`src/hdl/urptc_pkg.sv`:
```
// Shared types, control codes and helpers for the URP receive core.
package urptc_pkg;

  localparam int MAX_MESSAGE_DEF = 4096;
  localparam int QUEUE_DEPTH_DEF = 4;

  localparam logic [7:0] C_SEQ     = 8'o010;
  localparam logic [7:0] C_ECHO    = 8'o020;
  localparam logic [7:0] C_REJ     = 8'o030;
  localparam logic [7:0] C_ACK     = 8'o040;
  localparam logic [7:0] C_BOT     = 8'o050;
  localparam logic [7:0] C_BOTM    = 8'o051;
  localparam logic [7:0] C_BOTS    = 8'o052;
  localparam logic [7:0] C_ENQ     = 8'o055;
  localparam logic [7:0] C_CHECK   = 8'o056;
  localparam logic [7:0] C_INITREQ = 8'o057;
  localparam logic [7:0] C_INIT0   = 8'o060;
  localparam logic [7:0] C_INIT1   = 8'o061;
  localparam logic [7:0] C_AINIT   = 8'o062;
  localparam logic [7:0] C_BREAK   = 8'o110;
  localparam logic [7:0] TOP_MASK  = 8'o370;
  localparam logic [7:0] CTRL_HIGH = 8'o200;

  localparam logic [2:0] KIND_STAGE   = 3'd0;
  localparam logic [2:0] KIND_COMMIT  = 3'd1;
  localparam logic [2:0] KIND_DISCARD = 3'd2;
  localparam logic [2:0] KIND_SEND    = 3'd3;
  localparam logic [2:0] KIND_CTRL_UP = 3'd4;
  localparam logic [2:0] KIND_ACK_TX  = 3'd5;
  localparam logic [2:0] KIND_WRESET  = 3'd6;
  localparam logic [2:0] KIND_DATA_UP = 3'd7;

  localparam logic [1:0] RSN_NONE       = 2'd0;
  localparam logic [1:0] RSN_NO_TRAILER = 2'd1;
  localparam logic [1:0] RSN_BAD_SEQ    = 2'd2;
  localparam logic [1:0] RSN_BAD_LEN    = 2'd3;

  typedef struct packed {
    logic       is_control;
    logic [7:0] value;
  } in_item_t;

  typedef struct packed {
    logic [2:0] kind;
    logic [7:0] byte_value;
    logic       delimit;
    logic [1:0] reject_reason;
    logic       char_mode_now;
    logic       link_open;
    logic       last;
  } out_item_t;

  typedef struct packed {
    logic [1:0]           count;
    out_item_t [2:0]      res;
  } bundle_t;

  function automatic out_item_t mk_res(logic [2:0] kind, logic [7:0] b, logic d,
                                       logic [1:0] r);
    out_item_t t;
    t = '0;
    t.kind = kind;
    t.byte_value = b;
    t.delimit = d;
    t.reject_reason = r;
    return t;
  endfunction

endpackage

```
`src/hdl/urptc_front.sv`:
```
// Front end: accepts link bytes, updates protocol state, builds result bundles.
module urptc_front #(
  parameter int MAX_MESSAGE = urptc_pkg::MAX_MESSAGE_DEF
) (
  input  logic               clk,
  input  logic               rst_n,
  input  logic               cfg_we,
  input  logic               cfg_data,
  input  logic               take,
  input  urptc_pkg::in_item_t item,
  output logic               push,
  output urptc_pkg::bundle_t bundle
);
  import urptc_pkg::*;

  localparam int CNT_W = $clog2(MAX_MESSAGE + 2);
  localparam int CMP_W = (CNT_W > 16) ? CNT_W : 16;
  localparam logic [CNT_W-1:0] LIMIT = CNT_W'(MAX_MESSAGE);

  logic             xmit_r;
  logic             rx_char_r, rx_char_nxt;
  logic             opened_r, opened_nxt;
  logic             rec_delim_r, rec_delim_nxt;
  logic [1:0]       tidx_r, tidx_nxt;
  logic [7:0]       tb0_r, tb0_nxt, tb1_r, tb1_nxt, tb2_r, tb2_nxt;
  logic [CNT_W-1:0] staged_r, staged_nxt;
  logic [2:0]       eps_r, eps_nxt;
  logic [7:0]       les_r, les_nxt;

  logic [7:0]       v;
  logic [2:0]       sq;
  logic [2:0]       eps_rej;
  logic [1:0]       n;
  logic [1:0]       reason;
  logic [15:0]      len;
  logic [CNT_W-1:0] bumped;
  out_item_t [2:0]  res;

  assign v      = item.value;
  assign sq     = v[2:0];
  assign len    = {tb2_r, tb1_r};
  assign bumped = (staged_r <= LIMIT) ? staged_r + 1'b1 : staged_r;

  always_comb begin
    if (tidx_r != 2'd3) begin
      reason = RSN_NO_TRAILER;
    end else if (sq != eps_r + 3'd1) begin
      reason = RSN_BAD_SEQ;
    end else if (CMP_W'(staged_r) != CMP_W'(len)) begin
      reason = RSN_BAD_LEN;
    end else begin
      reason = RSN_NONE;
    end
    eps_rej = (tb0_r == C_BOTS) ? sq : eps_r;
  end

  always_comb begin
    rx_char_nxt   = rx_char_r;
    opened_nxt    = opened_r;
    rec_delim_nxt = rec_delim_r;
    tidx_nxt      = tidx_r;
    tb0_nxt       = tb0_r;
    tb1_nxt       = tb1_r;
    tb2_nxt       = tb2_r;
    staged_nxt    = staged_r;
    eps_nxt       = eps_r;
    les_nxt       = les_r;
    n             = 2'd0;
    res           = '0;
    if (item.is_control) begin
      if (v == C_ENQ || v == C_CHECK) begin
        staged_nxt = '0;
        tidx_nxt   = 2'd0;
        if (v == C_ENQ) begin
          res[0] = mk_res(KIND_SEND, les_r, 1'b0, RSN_NONE);
          res[1] = mk_res(KIND_SEND, C_ACK + {5'd0, eps_r}, 1'b0, RSN_NONE);
          res[2] = mk_res(KIND_DISCARD, 8'd0, 1'b0, RSN_NONE);
          n      = 2'd3;
        end else begin
          res[0] = mk_res(KIND_SEND, C_ACK + {5'd0, eps_r}, 1'b0, RSN_NONE);
          res[1] = mk_res(KIND_DISCARD, 8'd0, 1'b0, RSN_NONE);
          n      = 2'd2;
        end
      end else if (v == C_AINIT) begin
        opened_nxt = 1'b1;
        staged_nxt = '0;
        tidx_nxt   = 2'd0;
        res[0]     = mk_res(KIND_DISCARD, 8'd0, 1'b0, RSN_NONE);
        n          = 2'd1;
      end else if (v == C_INIT0 || v == C_INIT1) begin
        if (v == C_INIT0 && !rx_char_r) begin
          rx_char_nxt   = 1'b1;
          rec_delim_nxt = 1'b0;
        end else if (v == C_INIT1 && rx_char_r) begin
          rx_char_nxt   = 1'b0;
          rec_delim_nxt = 1'b1;
        end
        staged_nxt = '0;
        tidx_nxt   = 2'd0;
        eps_nxt    = 3'd0;
        res[0]     = mk_res(KIND_SEND, C_AINIT, 1'b0, RSN_NONE);
        res[1]     = mk_res(KIND_DISCARD, 8'd0, 1'b0, RSN_NONE);
        n          = 2'd2;
      end else if (v == C_INITREQ) begin
        staged_nxt = '0;
        tidx_nxt   = 2'd0;
        if (xmit_r) begin
          res[0] = mk_res(KIND_SEND, C_INIT0, 1'b0, RSN_NONE);
          res[1] = mk_res(KIND_DISCARD, 8'd0, 1'b0, RSN_NONE);
          n      = 2'd2;
        end else begin
          res[0] = mk_res(KIND_WRESET, 8'd0, 1'b0, RSN_NONE);
          res[1] = mk_res(KIND_SEND, C_INIT1, 1'b0, RSN_NONE);
          res[2] = mk_res(KIND_DISCARD, 8'd0, 1'b0, RSN_NONE);
          n      = 2'd3;
        end
      end else if (v == C_BREAK) begin
        staged_nxt = bumped;
        res[0]     = mk_res(KIND_CTRL_UP, v, 1'b0, RSN_NONE);
        n          = 2'd1;
      end else if (v == C_BOT || v == C_BOTM || v == C_BOTS) begin
        tidx_nxt = 2'd1;
        tb0_nxt  = v;
      end else if ((v & TOP_MASK) == C_REJ) begin
        if (!xmit_r) begin
          res[0] = mk_res(KIND_ACK_TX, v, 1'b0, RSN_NONE);
          n      = 2'd1;
        end
      end else if ((v & TOP_MASK) == C_ACK || (v & TOP_MASK) == C_ECHO) begin
        res[0] = mk_res(KIND_ACK_TX, v, 1'b0, RSN_NONE);
        n      = 2'd1;
      end else if ((v & TOP_MASK) == C_SEQ) begin
        if (rx_char_r) begin
          les_nxt = C_ECHO + {5'd0, sq};
          res[0]  = mk_res(KIND_SEND, C_ECHO + {5'd0, sq}, 1'b0, RSN_NONE);
          n       = 2'd1;
        end else if (reason != RSN_NONE) begin
          staged_nxt = '0;
          tidx_nxt   = 2'd0;
          eps_nxt    = eps_rej;
          les_nxt    = C_REJ + {5'd0, eps_rej};
          res[0]     = mk_res(KIND_DISCARD, 8'd0, 1'b0, reason);
          res[1]     = mk_res(KIND_SEND, C_REJ + {5'd0, eps_rej}, 1'b0, reason);
          n          = 2'd2;
        end else begin
          staged_nxt = '0;
          tidx_nxt   = 2'd0;
          eps_nxt    = sq;
          les_nxt    = C_ECHO + {5'd0, sq};
          res[0]     = mk_res(KIND_COMMIT, 8'd0, (tb0_r != C_BOTM) && rec_delim_r,
                              RSN_NONE);
          res[1]     = mk_res(KIND_SEND, C_ECHO + {5'd0, sq}, 1'b0, RSN_NONE);
          n          = 2'd2;
        end
      end else begin
        if (v < CTRL_HIGH) begin
          staged_nxt = bumped;
        end
        res[0] = mk_res(KIND_CTRL_UP, v, 1'b0, RSN_NONE);
        n      = 2'd1;
      end
    end else begin
      if (rx_char_r) begin
        res[0] = mk_res(KIND_DATA_UP, v, 1'b0, RSN_NONE);
        n      = 2'd1;
      end else if (tidx_r == 2'd1) begin
        tb1_nxt  = v;
        tidx_nxt = 2'd2;
      end else if (tidx_r == 2'd2) begin
        tb2_nxt  = v;
        tidx_nxt = 2'd3;
      end else begin
        tidx_nxt = 2'd0;
        if (staged_r <= LIMIT) begin
          staged_nxt = bumped;
          res[0]     = mk_res(KIND_STAGE, v, 1'b0, RSN_NONE);
          n          = 2'd1;
        end
      end
    end
    for (int k = 0; k < 3; k++) begin
      res[k].char_mode_now = rx_char_nxt;
      res[k].link_open     = opened_nxt | xmit_r;
      res[k].last          = (2'(k) == n - 2'd1);
    end
  end

  assign push         = take && (n != 2'd0);
  assign bundle.count = n;
  assign bundle.res   = res;

  always_ff @(posedge clk) begin
    if (!rst_n) begin
      xmit_r      <= 1'b0;
      rx_char_r   <= 1'b1;
      opened_r    <= 1'b0;
      rec_delim_r <= 1'b0;
      tidx_r      <= 2'd0;
      tb0_r       <= 8'd0;
      tb1_r       <= 8'd0;
      tb2_r       <= 8'd0;
      staged_r    <= '0;
      eps_r       <= 3'd0;
      les_r       <= C_ECHO;
    end else begin
      if (cfg_we) begin
        xmit_r <= cfg_data;
      end
      if (take) begin
        rx_char_r   <= rx_char_nxt;
        opened_r    <= opened_nxt;
        rec_delim_r <= rec_delim_nxt;
        tidx_r      <= tidx_nxt;
        tb0_r       <= tb0_nxt;
        tb1_r       <= tb1_nxt;
        tb2_r       <= tb2_nxt;
        staged_r    <= staged_nxt;
        eps_r       <= eps_nxt;
        les_r       <= les_nxt;
      end
    end
  end

endmodule

```
`src/hdl/urptc_queue.sv`:
```
// Short register queue of result bundles between front and back end.
module urptc_queue #(
  parameter int DEPTH = urptc_pkg::QUEUE_DEPTH_DEF
) (
  input  logic               clk,
  input  logic               rst_n,
  input  logic               push,
  input  urptc_pkg::bundle_t wdata,
  input  logic               pop,
  output logic               full,
  output logic               empty,
  output urptc_pkg::bundle_t head
);
  import urptc_pkg::*;

  localparam int PTR_W = $clog2(DEPTH);
  localparam int CNT_W = $clog2(DEPTH + 1);

  bundle_t          mem_r [DEPTH];
  logic [PTR_W-1:0] wptr_r, wptr_nxt, rptr_r, rptr_nxt;
  logic [CNT_W-1:0] cnt_r, cnt_nxt;

  assign full  = (cnt_r == CNT_W'(DEPTH));
  assign empty = (cnt_r == '0);
  assign head  = mem_r[rptr_r];

  always_comb begin
    wptr_nxt = wptr_r;
    rptr_nxt = rptr_r;
    cnt_nxt  = cnt_r;
    if (push) begin
      wptr_nxt = (wptr_r == PTR_W'(DEPTH - 1)) ? '0 : wptr_r + 1'b1;
    end
    if (pop) begin
      rptr_nxt = (rptr_r == PTR_W'(DEPTH - 1)) ? '0 : rptr_r + 1'b1;
    end
    if (push && !pop) begin
      cnt_nxt = cnt_r + 1'b1;
    end else if (pop && !push) begin
      cnt_nxt = cnt_r - 1'b1;
    end
  end

  always_ff @(posedge clk) begin
    if (push) begin
      mem_r[wptr_r] <= wdata;
    end
  end

  always_ff @(posedge clk) begin
    if (!rst_n) begin
      wptr_r <= '0;
      rptr_r <= '0;
      cnt_r  <= '0;
    end else begin
      wptr_r <= wptr_nxt;
      rptr_r <= rptr_nxt;
      cnt_r  <= cnt_nxt;
    end
  end

endmodule

```
`src/hdl/urptc_back.sv`:
```
// Back end: walks each queued bundle and issues its results one per cycle while out_stall is low.
module urptc_back (
  input  logic                 clk,
  input  logic                 rst_n,
  input  logic                 empty,
  input  urptc_pkg::bundle_t   head,
  output logic                 pop,
  output logic                 out_valid,
  input  logic                 out_stall,
  output urptc_pkg::out_item_t out_item
);
  import urptc_pkg::*;

  logic       valid_r, valid_nxt;
  out_item_t  item_r;
  logic [1:0] idx_r, idx_nxt;
  logic       load;

  assign load = !empty && (!valid_r || !out_stall);
  assign pop  = load && (idx_r == head.count - 2'd1);

  always_comb begin
    valid_nxt = valid_r;
    idx_nxt   = idx_r;
    if (load) begin
      valid_nxt = 1'b1;
      idx_nxt   = pop ? 2'd0 : idx_r + 2'd1;
    end else if (!out_stall) begin
      valid_nxt = 1'b0;
    end
  end

  always_ff @(posedge clk) begin
    if (load) begin
      item_r <= head.res[idx_r];
    end
  end

  always_ff @(posedge clk) begin
    if (!rst_n) begin
      valid_r <= 1'b0;
      idx_r   <= 2'd0;
    end else begin
      valid_r <= valid_nxt;
      idx_r   <= idx_nxt;
    end
  end

  assign out_valid = valid_r;
  assign out_item  = item_r;

endmodule

```
`src/hdl/urp_receiver_trailer_check_core.sv`:
```
// URP receive core: takes one link byte per cycle while the result queue has room.
// Accepted bytes are classified and applied to the receive state in the cycle they
// are taken; their zero to three results enter a four-bundle queue and leave through
// a registered output, one result per cycle while the consumer does not stall.
// Several results of one byte hold the queue head until the last leaves, so the input
// stalls only when the queue fills, behind a stalled result consumer or a run of
// bytes that each give several results.
module urp_receiver_trailer_check_core #(
  parameter int MAX_MESSAGE = urptc_pkg::MAX_MESSAGE_DEF,
  parameter int QUEUE_DEPTH = urptc_pkg::QUEUE_DEPTH_DEF
) (
  input  logic                 clk,
  input  logic                 rst_n,
  input  logic                 in_valid,
  output logic                 in_stall,
  input  urptc_pkg::in_item_t  in_item,
  output logic                 out_valid,
  input  logic                 out_stall,
  output urptc_pkg::out_item_t out_item,
  input  logic                 cfg_valid,
  output logic                 cfg_ready,
  input  logic                 cfg_data
);
  import urptc_pkg::*;

  logic    take, push, pop, full, empty;
  bundle_t bundle, head;

  assign cfg_ready = 1'b1;
  assign in_stall  = full;
  assign take      = in_valid && !full;

  urptc_front #(.MAX_MESSAGE(MAX_MESSAGE)) u_front (
    .clk      (clk),
    .rst_n    (rst_n),
    .cfg_we   (cfg_valid && cfg_ready),
    .cfg_data (cfg_data),
    .take     (take),
    .item     (in_item),
    .push     (push),
    .bundle   (bundle)
  );

  urptc_queue #(.DEPTH(QUEUE_DEPTH)) u_queue (
    .clk   (clk),
    .rst_n (rst_n),
    .push  (push),
    .wdata (bundle),
    .pop   (pop),
    .full  (full),
    .empty (empty),
    .head  (head)
  );

  urptc_back u_back (
    .clk       (clk),
    .rst_n     (rst_n),
    .empty     (empty),
    .head      (head),
    .pop       (pop),
    .out_valid (out_valid),
    .out_stall (out_stall),
    .out_item  (out_item)
  );

endmodule

```
`config.mk`:
```
export PLATFORM = sky130hd
export DESIGN_NAME = urp_receiver_trailer_check_core
export DESIGN_NICKNAME = d
export VERILOG_FILES = /design/src/hdl/urptc_pkg.sv /design/src/hdl/urptc_front.sv /design/src/hdl/urptc_queue.sv /design/src/hdl/urptc_back.sv /design/src/hdl/urp_receiver_trailer_check_core.sv
export SDC_FILE = /design/constraint.sdc
export NUM_CORES = 1
export LEC_CHECK = 0
export BUFFER_PORTS_ARGS = -buffer_cell sky130_fd_sc_hd__clkbuf_2
export CAP_MARGIN = 5
export CORE_MARGIN = 1.5
export CORE_UTILIZATION = 62
export CTS_CLUSTER_DIAMETER = 50
export CTS_CLUSTER_SIZE = 16
export DETAILED_ROUTE_END_ITERATION = 8
export MAX_ROUTING_LAYER = met4
export PLACE_DENSITY = 0.8
export SLEW_MARGIN = 30
export SYNTH_ARGS = -nofsm -noshare
export SYNTH_HDL_FRONTEND = slang
export SYNTH_SLANG_ARGS = --single-unit
```
`constraint.sdc`:
```
create_clock -name clk -period 4 [get_ports clk]
set_input_delay 0.2 -clock clk [delete_from_list [all_inputs] [get_ports clk]]
set_output_delay 0.2 -clock clk [all_outputs]
set_load 0.05 [all_outputs]
```
Yosys cells after proc, flatten, opt, wreduce, memory -nomap -nowiden

Memory sizes are Yosys's and may differ from the RTL's. A register that Yosys moved wholly into a read port is not among the register bits.
Cells that the tools add are included.

Bits in read-only memories: 0
Bits in writable memories: 212
Output and inout bits: 20
Latch bits: 0
Register bits: 81
Logic and storage cells: 264
Memories kept: 1

Memories:

| name          | depth | bits a word | rd ports | clocked after Yosys merged registers in | wr ports | RTL line          | source |
|---|---|---|---|---|---|---|---|
| u_queue.mem_r | 4     | 53          | 1        | 1                                       | 1        | urptc_queue.sv:19 | `bundle_t mem_r [DEPTH];` |

Divide/modulo/power cells: 0
Add/sub/neg operators: 12
Magnitude comparators: 3
Equal/unequal tests: 46
$mul: 0
Bitwise logic cells: 12
Multiplexer cells: 129
Shifts and indexed selects: 0
Reductions and logical operators: 38

Operators with widths:

| cell                  | count |
|---|---|
| $mux 34               | 16 |
| $mux 17               | 18 |
| $mux 13               | 17 |
| $eq 8x6->1 const B    | 10 |
| $mux 2                | 36 |
| $mux 32               | 2 |
| $mux 51               | 1 |
| $mux 16               | 3 |
| $mux 3                | 12 |
| $ne 7x2->1 const B    | 5 |
| $bmux 17 s2           | 1 |
| $mux 31               | 1 |
| $reduce_and 11->1     | 2 |
| $mux 1                | 19 |
| $mux 8                | 2 |
| $ne 13x16->1          | 1 |
| $mux 14               | 1 |
| $add 13x1->13 const B | 1 |
| $le 13x13->1 const B  | 1 |
| $add 5x3->6 const A   | 2 |
| $ne 2x1->1 const B    | 6 |
| $reduce_bool 2->1     | 6 |
| $not 1->1             | 11 |
| $eq 5x2->1 const B    | 2 |
| other kinds (35)      | 64 |

Depth between registers and ports, before layout

Gate-level depths: netlist of run 1.

Word-level depth: 28
Mapped depth: 13
Gate-level depth less buffers: 13

Hierarchy

From an unflattened synthesis of run 1, not the netlist that was laid out.

Cell total of the unflattened synthesis: 891
Area total of the unflattened synthesis: 12927.4 sq um

Modules (own cells, without submodules):

| module                          | cells each | instances | area an instance (sq um) |
|---|---|---|---|
| urptc_queue                     | 321        | 1         | 8169.1 |
| urptc_front                     | 471        | 1         | 3661.0 |
| urptc_back                      | 96         | 1         | 1072.3 |
| urp_receiver_trailer_check_core | 3          | 1         | 25.0 |

Worst setup path before layout of run 1

No wires, ideal clock.

Path kind: in2reg
Start: input in_item[3] (netlist name)
End: register u_queue.cnt_r[2]
Setup time: 0.076 ns
Setup slack: 0.974 ns
Cell stages on the path: 12
Data required time: 3.924 ns
Buffers on the path: 1
Data arrival time: 2.950 ns
Cells stage by stage: buf_2 > or4b_4 > or3_4 > nand3_2 > o2111ai_2 > a21oi_4 > ha_1 > inv_1 > fa_1 > xor2_1 > or3_1 > a21boi_0

Cells in the longest elaborated chain, start to end: 16
Elaborated cells on any way between the ends: 37
Classes of those cells: eq/ne: 14; mux: 12; reduce/logical: 11

Ends and longest elaborated chain:

| item                                       | RTL line                               | source |
|---|---|---|
| from (decl)                                | urp_receiver_trailer_check_core.sv:16  | `input urptc_pkg::in_item_t in_item,` |
| $eq 5x1->1 (tied with other cells)         | urptc_front.sv:132                     | `end else if ((v & TOP_MASK) == C_SEQ) begin` |
| $mux 2 or $logic_or 1x1->1 (tied branches) | urptc_front.sv:132, urptc_front.sv:129 |  |
| $mux 2                                     | urptc_front.sv:129                     | `end else if ((v & TOP_MASK) == C_ACK \|\| (v & TOP_MASK) == C_ECHO) begin` |
| $mux 2                                     | urptc_front.sv:124                     | `end else if ((v & TOP_MASK) == C_REJ) begin` |
| $mux 2                                     | urptc_front.sv:121                     | `end else if (v == C_BOT \|\| v == C_BOTM \|\| v == C_BOTS) begin` |
| $mux 2                                     | urptc_front.sv:117                     | `end else if (v == C_BREAK) begin` |
| $mux 2                                     | urptc_front.sv:104                     | `end else if (v == C_INITREQ) begin` |
| $mux 2                                     | urptc_front.sv:90                      | `end else if (v == C_INIT0 \|\| v == C_INIT1) begin` |
| $mux 2                                     | urptc_front.sv:84                      | `end else if (v == C_AINIT) begin` |
| $mux 2 (*)                                 | urptc_front.sv:71                      | `if (v == C_ENQ \|\| v == C_CHECK) begin` |
| $mux 2 (*)                                 | urptc_front.sv:70                      | `if (item.is_control) begin` |
| $reduce_bool 2->1 (*)                      | urptc_front.sv:188                     | `assign push = take && (n != 2'd0);` |
| $logic_and 1x1->1 (*)                      | urptc_front.sv:188                     |  |
| named net push                             | urp_receiver_trailer_check_core.sv:26  | `logic take, push, pop, full, empty;` |
| $logic_not 1->1                            | urptc_queue.sv:39                      | `end else if (pop && !push) begin` |
| $logic_and 1x1->1                          | urptc_queue.sv:39                      |  |
| $reduce_bool 2->1 (no source line)         | --                                     |  |
| to (signal assigned)                       | urptc_queue.sv:58                      | `cnt_r <= cnt_nxt;` |
| to (decl)                                  | urptc_queue.sv:21                      | `logic [CNT_W-1:0] cnt_r, cnt_nxt;` |

The timed path passes the listed nets; every way through them passes the cells marked *.
A chain may end at the register's enable or synchronous reset.

Worst setup path after layout of run 1

Start: register u_front.staged_r[0]
End: register u_queue.cnt_r[2]

Cells in the longest elaborated chain, start to end: 11
Elaborated cells on any way between the ends: 13
Classes of those cells: order compare: 1; mux: 6; reduce/logical: 6

Ends and longest elaborated chain:

| item                               | RTL line                              | source |
|---|---|---|
| from (decl)                        | urptc_front.sv:26                     | `logic [CNT_W-1:0] staged_r, staged_nxt;` |
| from (signal assigned)             | urptc_front.sv:217                    | `staged_r <= staged_nxt;` |
| $le 13x13->1 (*)                   | urptc_front.sv:174                    | `if (staged_r <= LIMIT) begin` |
| $mux 1 (*)                         | urptc_front.sv:174                    |  |
| $mux 2 (*)                         | urptc_front.sv:169                    | `end else if (tidx_r == 2'd2) begin` |
| $mux 2 (*)                         | urptc_front.sv:166                    | `end else if (tidx_r == 2'd1) begin` |
| $mux 2 (*)                         | urptc_front.sv:163                    | `if (rx_char_r) begin` |
| $mux 2 (*)                         | urptc_front.sv:70                     |  |
| $reduce_bool 2->1 (*)              | urptc_front.sv:188                    |  |
| $logic_and 1x1->1 (*)              | urptc_front.sv:188                    |  |
| named net push                     | urp_receiver_trailer_check_core.sv:26 |  |
| $logic_not 1->1                    | urptc_queue.sv:39                     |  |
| $logic_and 1x1->1                  | urptc_queue.sv:39                     |  |
| $reduce_bool 2->1 (no source line) | --                                    |  |

Marks and branches as above.

==> results of run 1 <==
==> synth_stat cells (all sizes together), types with 5 or more instances <==
library cell,number,area [um^2]
clkbuf,28,106
nor4b,8,82.6
nor4,5,31.3
a32o,5,50.1
nand4,14,109
o21ai,26,138
nor3b,6,45.0
o211ai,7,62.6
mux4,28,631
nor3,12,76.3
and3,9,56.3
buf,12,71.3
nand2,44,165
edfxtp,129,3870
a21oi,21,120
ha,12,150
mux2i,31,310
nand3b,6,45.0
nand3,18,100
dfxtp,62,1240
a31oi,8,50.1
a21boi,11,82.6
nor2,39,146
or3,12,80.1
nand2b,7,43.8
xor2,5,43.8
and2,11,68.8
xnor2,19,166
nor2b,25,156
inv,17,63.8
and4,5,43.8
==> cell families after synthesis <==
| family | Yosys count |
|---|---|
| other cells | 1 |
| xor+xnor | 24 |
| flops | 191 |
| simple gates | 230 |
| fa+ha+maj | 13 |
| mux | 60 |
| buf+inv | 58 |
| compound gates | 112 |
==> where the power goes <==
group	total, W	internal [W]	leakage (nW)	switching [W]
Clock	0.00180	0.00107	0.307	0.000728
Combinational	0.00143	0.000489	1.45	0.000944
Sequential	0.00249	0.00240	1.74	0.0000933
Total	0.00572	0.00396	3.50	0.00177
==> area by class of cell <==
cell class,count,area share
flip-flops and latches,191,0.520
repair buffers,51,0.0330
clock buffers,20,0.0454
inverters,18,0.00686
well taps,180,0.0229
multi-input cells,440,0.354
clock inverters,12,0.0184
==> placed cells by master (no fill, tap or decap), drive strengths merged, types with 9 or more instances in the layout <==
| master | count |
|---|---|
| edfxtp | 129 |
| dfxtp | 62 |
| clkbuf | 53 |
| nand2 | 44 |
| nor2 | 39 |
| mux2i | 31 |
| mux4 | 28 |
| o21ai | 26 |
| nor2b | 25 |
| a21oi | 21 |
| inv | 20 |
| xnor2 | 19 |
| nand3 | 18 |
| buf | 18 |
| nand4 | 14 |
| ha | 12 |
| or3 | 12 |
| nor3 | 12 |
| and2 | 11 |
| a21boi | 11 |
| and3 | 9 |
==> worst max-delay path by stage <==
stage	startpoint	cells past startpoint	end	slack, ps
after global placement	in_item[4]	12	u_queue.cnt_r[2]	720
after floorplan	in_item[3]	12	u_queue.cnt_r[2]	970
after CTS	u_front.staged_r[0]	13	u_queue.cnt_r[2]	560
after detailed placement	u_front.staged_r[0]	13	u_queue.cnt_r[2]	590
final	u_front.staged_r[0]	13	u_queue.cnt_r[2]	520
after global routing	u_front.staged_r[0]	13	u_queue.cnt_r[2]	290
==> flip-flops by register name, summed over array words and instances (netlist names), named ones only <==
| name | count |
|---|---|
| u_queue.mem_r | 112 |
| u_back.out_item | 17 |
| u_front.staged_r | 13 |
| u_front.tb0_r | 8 |
| u_front.tb1_r | 8 |
| u_front.tb2_r | 8 |
| u_front.les_r | 4 |
| u_front.eps_r | 3 |
| u_queue.cnt_r | 3 |
| u_back.idx_r | 2 |
| u_front.tidx_r | 2 |
| u_queue.rptr_r | 2 |
| u_queue.wptr_r | 2 |
| u_back.out_valid | 1 |
| u_front.opened_r | 1 |
| u_front.rec_delim_r | 1 |
| u_front.rx_char_r | 1 |
| u_front.xmit_r | 1 |
==> metal layers <==
layer	GRT usage	up-vias	wire length, um
li1	-	2675	-
met1	0.367	2972	8360
met2	0.479	225	10300
met3	0.0576	53	1090
met4	0.115	0	603
met5	-	-	0
==> worst reg2reg max path: cells and delay by family, from the launching register on <==
kind / cells / cell delay [ps]
AO/OA/AOI/OAI: 5 / 1340
XOR/XNOR: 1 / 160
adder cells (fa/ha/maj): 3 / 830
buffers and inverters: 2 / 200
flip-flops: 1 / 350
AND/OR/NAND/NOR: 2 / 520
==> stage by stage <==
stage	setup WS (ps)	instance area [um^2]	util	instances	total power [W]
after floorplan	974	8840	-	689	0.00358
after global placement	724	9220	0.664	880	0.00388
after detailed placement	589	9220	0.664	880	0.00395
after CTS	562	9840	0.709	912	0.00576
after global routing	286	9840	0.709	912	0.00594
final	519	9840	0.709	912	0.00572
==> metrics, run 1 <==
area of the multi-input gates=0.00348 mm^2; reg2reg start=u_front.staged_r[0]; Leak=3.50 nW; GRT Residual Overflow=0; unique cell type count in the Yosys netlist=78; Die Ht=122 um; num ports=35; register area share after synthesis=0.579; share of cells above drive strength 1=0.186; clk_skew=8.57 ps; number of global-route vias before repair=5,824; WP buf/inv=2; Final Wtd Congestion=0.950; Synth Flop Type=edfxtp_1; Clock Sinks=191; main combinational cell family by area after synthesis=simple AND/OR/NAND/NOR gates; DRC=0; Initial Util=0.637; Via Count=5,925; Final ANT Viol Nets=0; Pre-antenna DRT Iters=5; status=finished, final reports clean; Setup violations, final=0; hold depth=3; Cell Rows=43; Final period util=0.870; Pwr Density=581 mW/mm^2; Synth Net Count=717; VDD IR-drop max=0.275 mV; H-tree level count=4; Max Clk Rate=287 MHz; worst-margin pin slew=899 ps; clk_lat worst skew=430 ps; Slew Viols, Final=0; Mapped Cells=689; Via density=6.50; DR iter-0 viols=599; cts bufs inserted=17; EDFF count, synth=129; post-synthesis mux area share=0.108; Crit-path slowest cell=fa_1; fin crit period=3480 ps; WP data arrival=3830 ps; Synth warnings=0; Avg WL per Cell=22.3 um; Mapped Area=0.00884 mm^2; final hold slack=38.1 ps; net count reported at finish=747; Hold/Removal Path Class=primary input to flip-flop; delay-heaviest family, CP=compound AO/OA/AOI/OAI gates; CP startpoint kind=flip-flop; Max Fanout on Critical Path=7; Post-CTS Setup Bufs=0; FFs w/ async S/R, synth=0; PortBufs=33; R2R depth=13; Max stage delay on crit path=430 ps; XOR/XNOR share of the synthesized area=0.0238; cts hold-fix bufs=0; WS Path Type=flip-flop to flip-flop; Simple-Gate Fraction of Synth Area=0.151; Hold Crit Endpoint=u_front.xmit_r; Core Region=0.0139 mm^2; Fin Setup TNS=0 ps; endpoint class of the critical path=flip-flop; register area=0.00512 mm^2; # diodes=0; Final Hold Viols=0; FF-to-FF setup slack=520 ps; Avg Cell Area, Syn=12.8 um^2; HPWL after detailed placement=13,700 um; initial antenna violation count=0; required time worst endpoint=4350 ps; first-pass GRT wire length=31,500 um; area delta synth->final=11.4%; adder-cell share of the synthesized area=0.0193; die area=0.0150 mm^2; RSZ-0062 raised after global routing=false; fill count=933; max_cap viols=0; drt total wl=20,400 um; largest net degree at the start of global routing=30; Synth Area in Compound Gates=0.0917; Hold Path Origin=cfg_data; TritonCTS clock tree=done; root buf cell=clkbuf_16; Worst R2R End=u_queue.cnt_r[2]; cell chain of the critical path=inv_1 -> ha_1 -> nor4b_1 -> a31oi_1 -> o31ai_1 -> o211ai_2 -> a21oi_4 -> ha_1 -> inv_1 -> fa_1 -> xor2_1 -> or3_1 -> a21boi_0; Worst-path clk slew=70 ps; GRT Overall Usage=0.294; Yosys reg bits=191; Max clock buf depth=2; Die Width=122 um; Resized cells post-CTS=0; Rel. slew slack=0.396
Power figures use the tool's default switching activity.
==> inputs of run 2 (changes only) <==
CTS_BUF_LIST = sky130_fd_sc_hd__clkbuf_4   (was default)
==> run 2 against run 1 <==
- final area is 2.6% lower
- critical path depth stayed put
- highest routed layer unchanged
- largest cell class unchanged
- global-route usage is 0.34 points lower
- sequential share of layout area is 1.4 points higher
- core utilization is 1.9 points lower
- fmax is 0.31% higher
- die area stayed put
- largest power group unchanged
==> metrics, run 2 (synthesized netlist as in run 1, its figures left out) <==
clk_skew=20.4 ps (+11.8 ps); Die Ht=122 um (unchanged); Max Fanout on Critical Path=7 (unchanged); register area=0.00512 mm^2 (unchanged); Pwr Total=0.00507 W (-11%); Via density=6.45 (-0.77%); Setup violations, final=0 (unchanged); Place WS=589 ps (unchanged); Worst-path clk slew=140 ps (+70 ps); endpoint class of the critical path=flip-flop; H-tree level count=4 (unchanged); Clock Sinks=191 (unchanged); first-pass GRT wire length=31,300 um (-0.81%); min setup slack post-route=530 ps (+10.9 ps); drt total wl=20,100 um (-1.4%); DRC=0 (unchanged); # diodes=0 (unchanged); Die Width=122 um (unchanged); cts bufs inserted=17 (unchanged); Core Region=0.0139 mm^2 (unchanged); Final period util=0.867 (-0.00272); final instance area=0.00958 mm^2 (-2.6%); Cell Rows=43 (unchanged); Slew Viols, Final=0 (unchanged); Avg WL per Cell=21.9 um (-1.8%); GRT Residual Overflow=0 (unchanged); placed cell area=0.00922 mm^2 (unchanged); max reg flops=112 (unchanged); num ports=35 (unchanged); Max clock buf depth=2 (unchanged); Pwr Density=529 mW/mm^2 (-8.9%); CP startpoint kind=flip-flop; RSZ-0062 raised after global routing=false; commonest cells after routing, fill and taps aside=edfxtp_1 (129), dfxtp_1 (61), nand2_1 (44), nor2_1 (39), clkbuf_2 (33); Post-CTS Setup Bufs=0 (unchanged); share of cells above drive strength 1=0.186 (+0.000349); required time worst endpoint=4500 ps (+150 ps); Max Clk Rate=288 MHz (+0.31%); die area=0.0150 mm^2 (unchanged); net count reported at finish=751 (+0.54%); Rel. slew slack=0.384 (-0.0127); Leak=3.38 nW (-3.3%); TritonCTS clock tree=done; clk_lat worst skew=580 ps (+150 ps); Pre-antenna DRT Iters=5 (unchanged); largest net degree at the start of global routing=30 (unchanged); most common cell after layout, fill and taps aside=edfxtp_1; final hold slack=50.7 ps (+12.6 ps); register bank with the most flops=u_queue.mem_r; fin crit period=3470 ps (-10.9 ps); Initial Util=0.637 (unchanged); initial antenna violation count=0 (unchanged); status=finished, final reports clean; worst-margin pin slew=918 ps (+18.9 ps); Via Count=5,905 (-0.34%); GRT Overall Usage=0.291 (-0.00338); HPWL after detailed placement=13,700 um (unchanged); Final ANT Viol Nets=0 (unchanged); Final Hold Viols=0 (unchanged); DR iter-0 viols=616 (+2.8%); root buf cell=clkbuf_4; number of global-route vias before repair=5,864 (+0.69%); Hold/Removal Path Class=primary input to flip-flop; max_cap viols=0 (unchanged); VDD IR-drop max=0.240 mV (-13%); Fin Setup TNS=0 ps (unchanged); fill count=980 (+5.0%); Final Wtd Congestion=0.950 (unchanged); WS Path Type=flip-flop to flip-flop; PortBufs=33 (unchanged); WP data arrival=3970 ps (+140 ps); area of the multi-input gates=0.00348 mm^2 (unchanged); area delta synth->final=8.44%
## run 2: cell count changes in the layout (fill, tap and decap cells not counted), sizes merged
cell	previous run	this run
dlygate4sd3	0	4
clkinv	5	6
clkbuf	53	52
## run 2: worst paths after layout
path	from	endpoint	slack [ps]	depth (start not counted)
setup reg to reg	u_front.staged_r[0]	u_queue.cnt_r[2]	530	13
hold reg to reg	u_front.les_r[3]	u_front.les_r[3]	470	2
hold / removal	in_item[3]	u_front.tb2_r[3]	50	3
setup / recovery	u_front.staged_r[0]	u_queue.cnt_r[2]	530	13
## run 2: worst max-delay path: stages (launching register included)
cell and delay [ps]:
dfxtp_1 370, inv_1 130, ha_1 170, nor4b_1 220, a31oi_1 210, o31ai_1 390
o211ai_2 240, a21oi_4 290, ha_1 230, inv_1 70, fa_1 430, xor2_1 160
or3_1 300, a21boi_0 180
## run 2: timing repair
item / 4_1_cts / 5_1_grt
endpoints found under the setup margin: 0 / 0
hold buffers: 4 / 0
gates resized for setup: 0 / 0
hold endpoints to repair: 3 / 0
## run 2: layout make-up
| cell class | count | area share |
|---|---|---|
| tap | 180 | 0.0235 |
| multi-input combinational | 440 | 0.363 |
| clock buffer | 19 | 0.0149 |
| clock inverter | 13 | 0.0193 |
| sequential | 191 | 0.534 |
| inverter | 18 | 0.00705 |
| timing repair buffer | 55 | 0.0381 |
## run 2: where the power goes
part	internal, W	leakage, nW	switching [W]
Combinational	0.000492	1.46	0.000934
Sequential	0.00239	1.74	0.0000893
Clock	0.000515	0.177	0.000650
## run 2: stage by stage
stage / instances / util
3_5_place_dp: 880 / 0.664
3_3_place_gp: 880 / 0.664
6_report: 916 / 0.690
2_1_floorplan: 689 / -
5_1_grt: 916 / 0.690
4_1_cts: 916 / 0.690
## run 2: metal layers
layer | global-route usage | vias up | part of all wire
li1 | - | 2680 | -
met4 | 0.105 | 0 | 0.023
met3 | 0.0576 | 41 | 0.056
met2 | 0.481 | 207 | 0.51
met5 | - | - | 0
met1 | 0.359 | 2977 | 0.41
==> inputs of run 3 (changes only) <==
clock period = 4.07 ns   (was 4 ns; I/O delays follow)
==> run 3 against run 2 <==
- core utilization fell by 0.35 points
- final area is 0.51% lower
- non-clock buffer count stayed put
- highest routed layer unchanged
- global-route usage is 1.1 points lower
- clock skew rose by 4.9 ps
- total power fell by 4.4%
- wire length shrank 4.5%
- cell count unchanged
- via count fell by 1.5%
==> metrics, run 3 (synthesized netlist as in run 1, its figures left out) <==
number of global-route vias before repair=5,589 (-4.7%); max_cap viols=0 (unchanged); PortBufs=33 (unchanged); fin crit period=3470 ps (-1.26 ps); most common cell after layout, fill and taps aside=edfxtp_1; cts bufs inserted=17 (unchanged); fill count=1,003 (+2.3%); Max Clk Rate=288 MHz (about the same); Die Width=122 um (unchanged); largest net degree at the start of global routing=40 (+33%); share of cells above drive strength 1=0.185 (-0.00136); die area=0.0150 mm^2 (unchanged); first-pass GRT wire length=30,000 um (-4.0%); DRC=0 (unchanged); num ports=35 (unchanged); max reg flops=112 (unchanged); Pwr Total=0.00485 W (-4.4%); Via Count=5,818 (-1.5%); # diodes=0 (unchanged); Rel. slew slack=0.427 (+0.0439); initial antenna violation count=0 (unchanged); CP startpoint kind=flip-flop; Final Hold Viols=0 (unchanged); commonest cells after routing, fill and taps aside=edfxtp_1 (129), dfxtp_1 (61), nand2_1 (44), nor2_1 (39), clkbuf_2 (33); Worst-path clk slew=160 ps (+20 ps); area delta synth->final=7.89%; Pre-antenna DRT Iters=5 (unchanged); Avg WL per Cell=20.9 um (-4.5%); GRT Overall Usage=0.280 (-0.0112); Cell Rows=43 (unchanged); WP data arrival=4010 ps (+40 ps); VDD IR-drop max=0.228 mV (-5.2%); Setup violations, final=0 (unchanged); Core Region=0.0139 mm^2 (unchanged); Resized cells post-CTS=0 (unchanged); Leak=3.36 nW (-0.71%); register bank with the most flops=u_queue.mem_r; Pwr Density=509 mW/mm^2 (-3.9%); Die Ht=122 um (unchanged); clk_skew=25.3 ps (+4.95 ps); root buf cell=clkbuf_4; Final period util=0.852 (-0.0152); Max clock buf depth=2 (unchanged); status=finished, final reports clean; Final Wtd Congestion=0.952 (+0.20%); Via density=6.35 (-1.5%); Fin Setup TNS=0 ps (unchanged); WS Path Type=flip-flop to flip-flop; drt total wl=19,200 um (-4.5%); Clock Sinks=191 (unchanged); H-tree level count=4 (unchanged); TritonCTS clock tree=done; Final ANT Viol Nets=0 (unchanged); required time worst endpoint=4610 ps (+110 ps); Hold/Removal Path Class=primary input to flip-flop; worst-margin pin slew=854 ps (-63.9 ps); RSZ-0062 raised after global routing=false; Max Fanout on Critical Path=7 (unchanged); Slew Viols, Final=0 (unchanged); GRT Residual Overflow=0 (unchanged); net count reported at finish=751 (unchanged); clk_lat worst skew=610 ps (+30 ps); endpoint class of the critical path=flip-flop; Initial Util=0.637 (unchanged); final hold slack=35.5 ps (-15.2 ps); HPWL after detailed placement=13,400 um (-2.2%); DR iter-0 viols=461 (-25%)
==> run 3: changes by cell type in the layout (fill, tap and decap cells not counted), sizes merged <==
cell	before	now
inv	20	24
bufinv	4	1
buf	18	16
clkbuf	52	50
dlygate4sd3	4	6
clkinv	6	7
==> run 3: layer usage <==
layer  global-route usage  vias to the layer above  wire length, um
met4               0.0894                        0              464
li1                     -                     2684                -
met3               0.0558                       38             1080
met2                0.461                      206             9830
met5                    -                        -                0
met1                0.352                     2890             7790
==> run 3: path summary, 6_finish.rpt <==
kind	cells past startpoint	slack, ps	end	from
worst max-delay path	13	600	u_queue.cnt_r[2]	u_front.staged_r[0]
worst max register to register	13	600	u_queue.cnt_r[2]	u_front.staged_r[0]
worst min register to register	2	470	u_front.les_r[3]	u_front.les_r[3]
worst min-delay path	3	40	u_front.tb1_r[4]	in_item[4]
==> run 3: area by class of cell <==
class / instances / area [um^2] / share of cell area
Clock buffer: 17 / 128 / 0.0134
Clock inverter: 15 / 171 / 0.0180
Inverter: 18 / 67.6 / 0.00709
Multi-Input combinational cell: 440 / 3480 / 0.365
Sequential cell: 191 / 5120 / 0.537
Tap cell: 180 / 225 / 0.0236
Timing Repair Buffer: 55 / 345 / 0.0362
==> run 3: timing repair <==
item                                   CTS  global route
setup endpoints to repair                0             0
hold buffers                             6             0
endpoints found under the hold margin    8             0
buffers inserted                         0             0
==> run 3: report_power, final <==
group | internal [W] | switching [W] | total [W]
combinational | 0.000475 | 0.000871 | 0.00135
clock | 0.000337 | 0.000701 | 0.00104
sequential | 0.00235 | 0.000116 | 0.00247
total | 0.00316 | 0.00169 | 0.00485
==> run 3: metrics by stage <==
step           setup WS [ps]   util  instance area (um^2)  instances
2_1_floorplan           1040      -                  8840        689
3_3_place_gp             769  0.661                  9180        878
3_5_place_dp             615  0.661                  9180        878
4_1_cts                  610  0.687                  9540        916
5_1_grt                  315  0.687                  9540        916
6_report                 602  0.687                  9540        916
==> run 3: worst max-delay path, cell delays in order (launching register included) <==
cell	delay (ps)
dfxtp_1	370
inv_1	130
ha_1	150
nor4b_1	220
a31oi_1	200
o31ai_1	430
o211ai_2	250
a21oi_4	310
ha_1	230
inv_1	70
fa_1	430
xor2_1	160
or3_1	300
a21boi_0	160
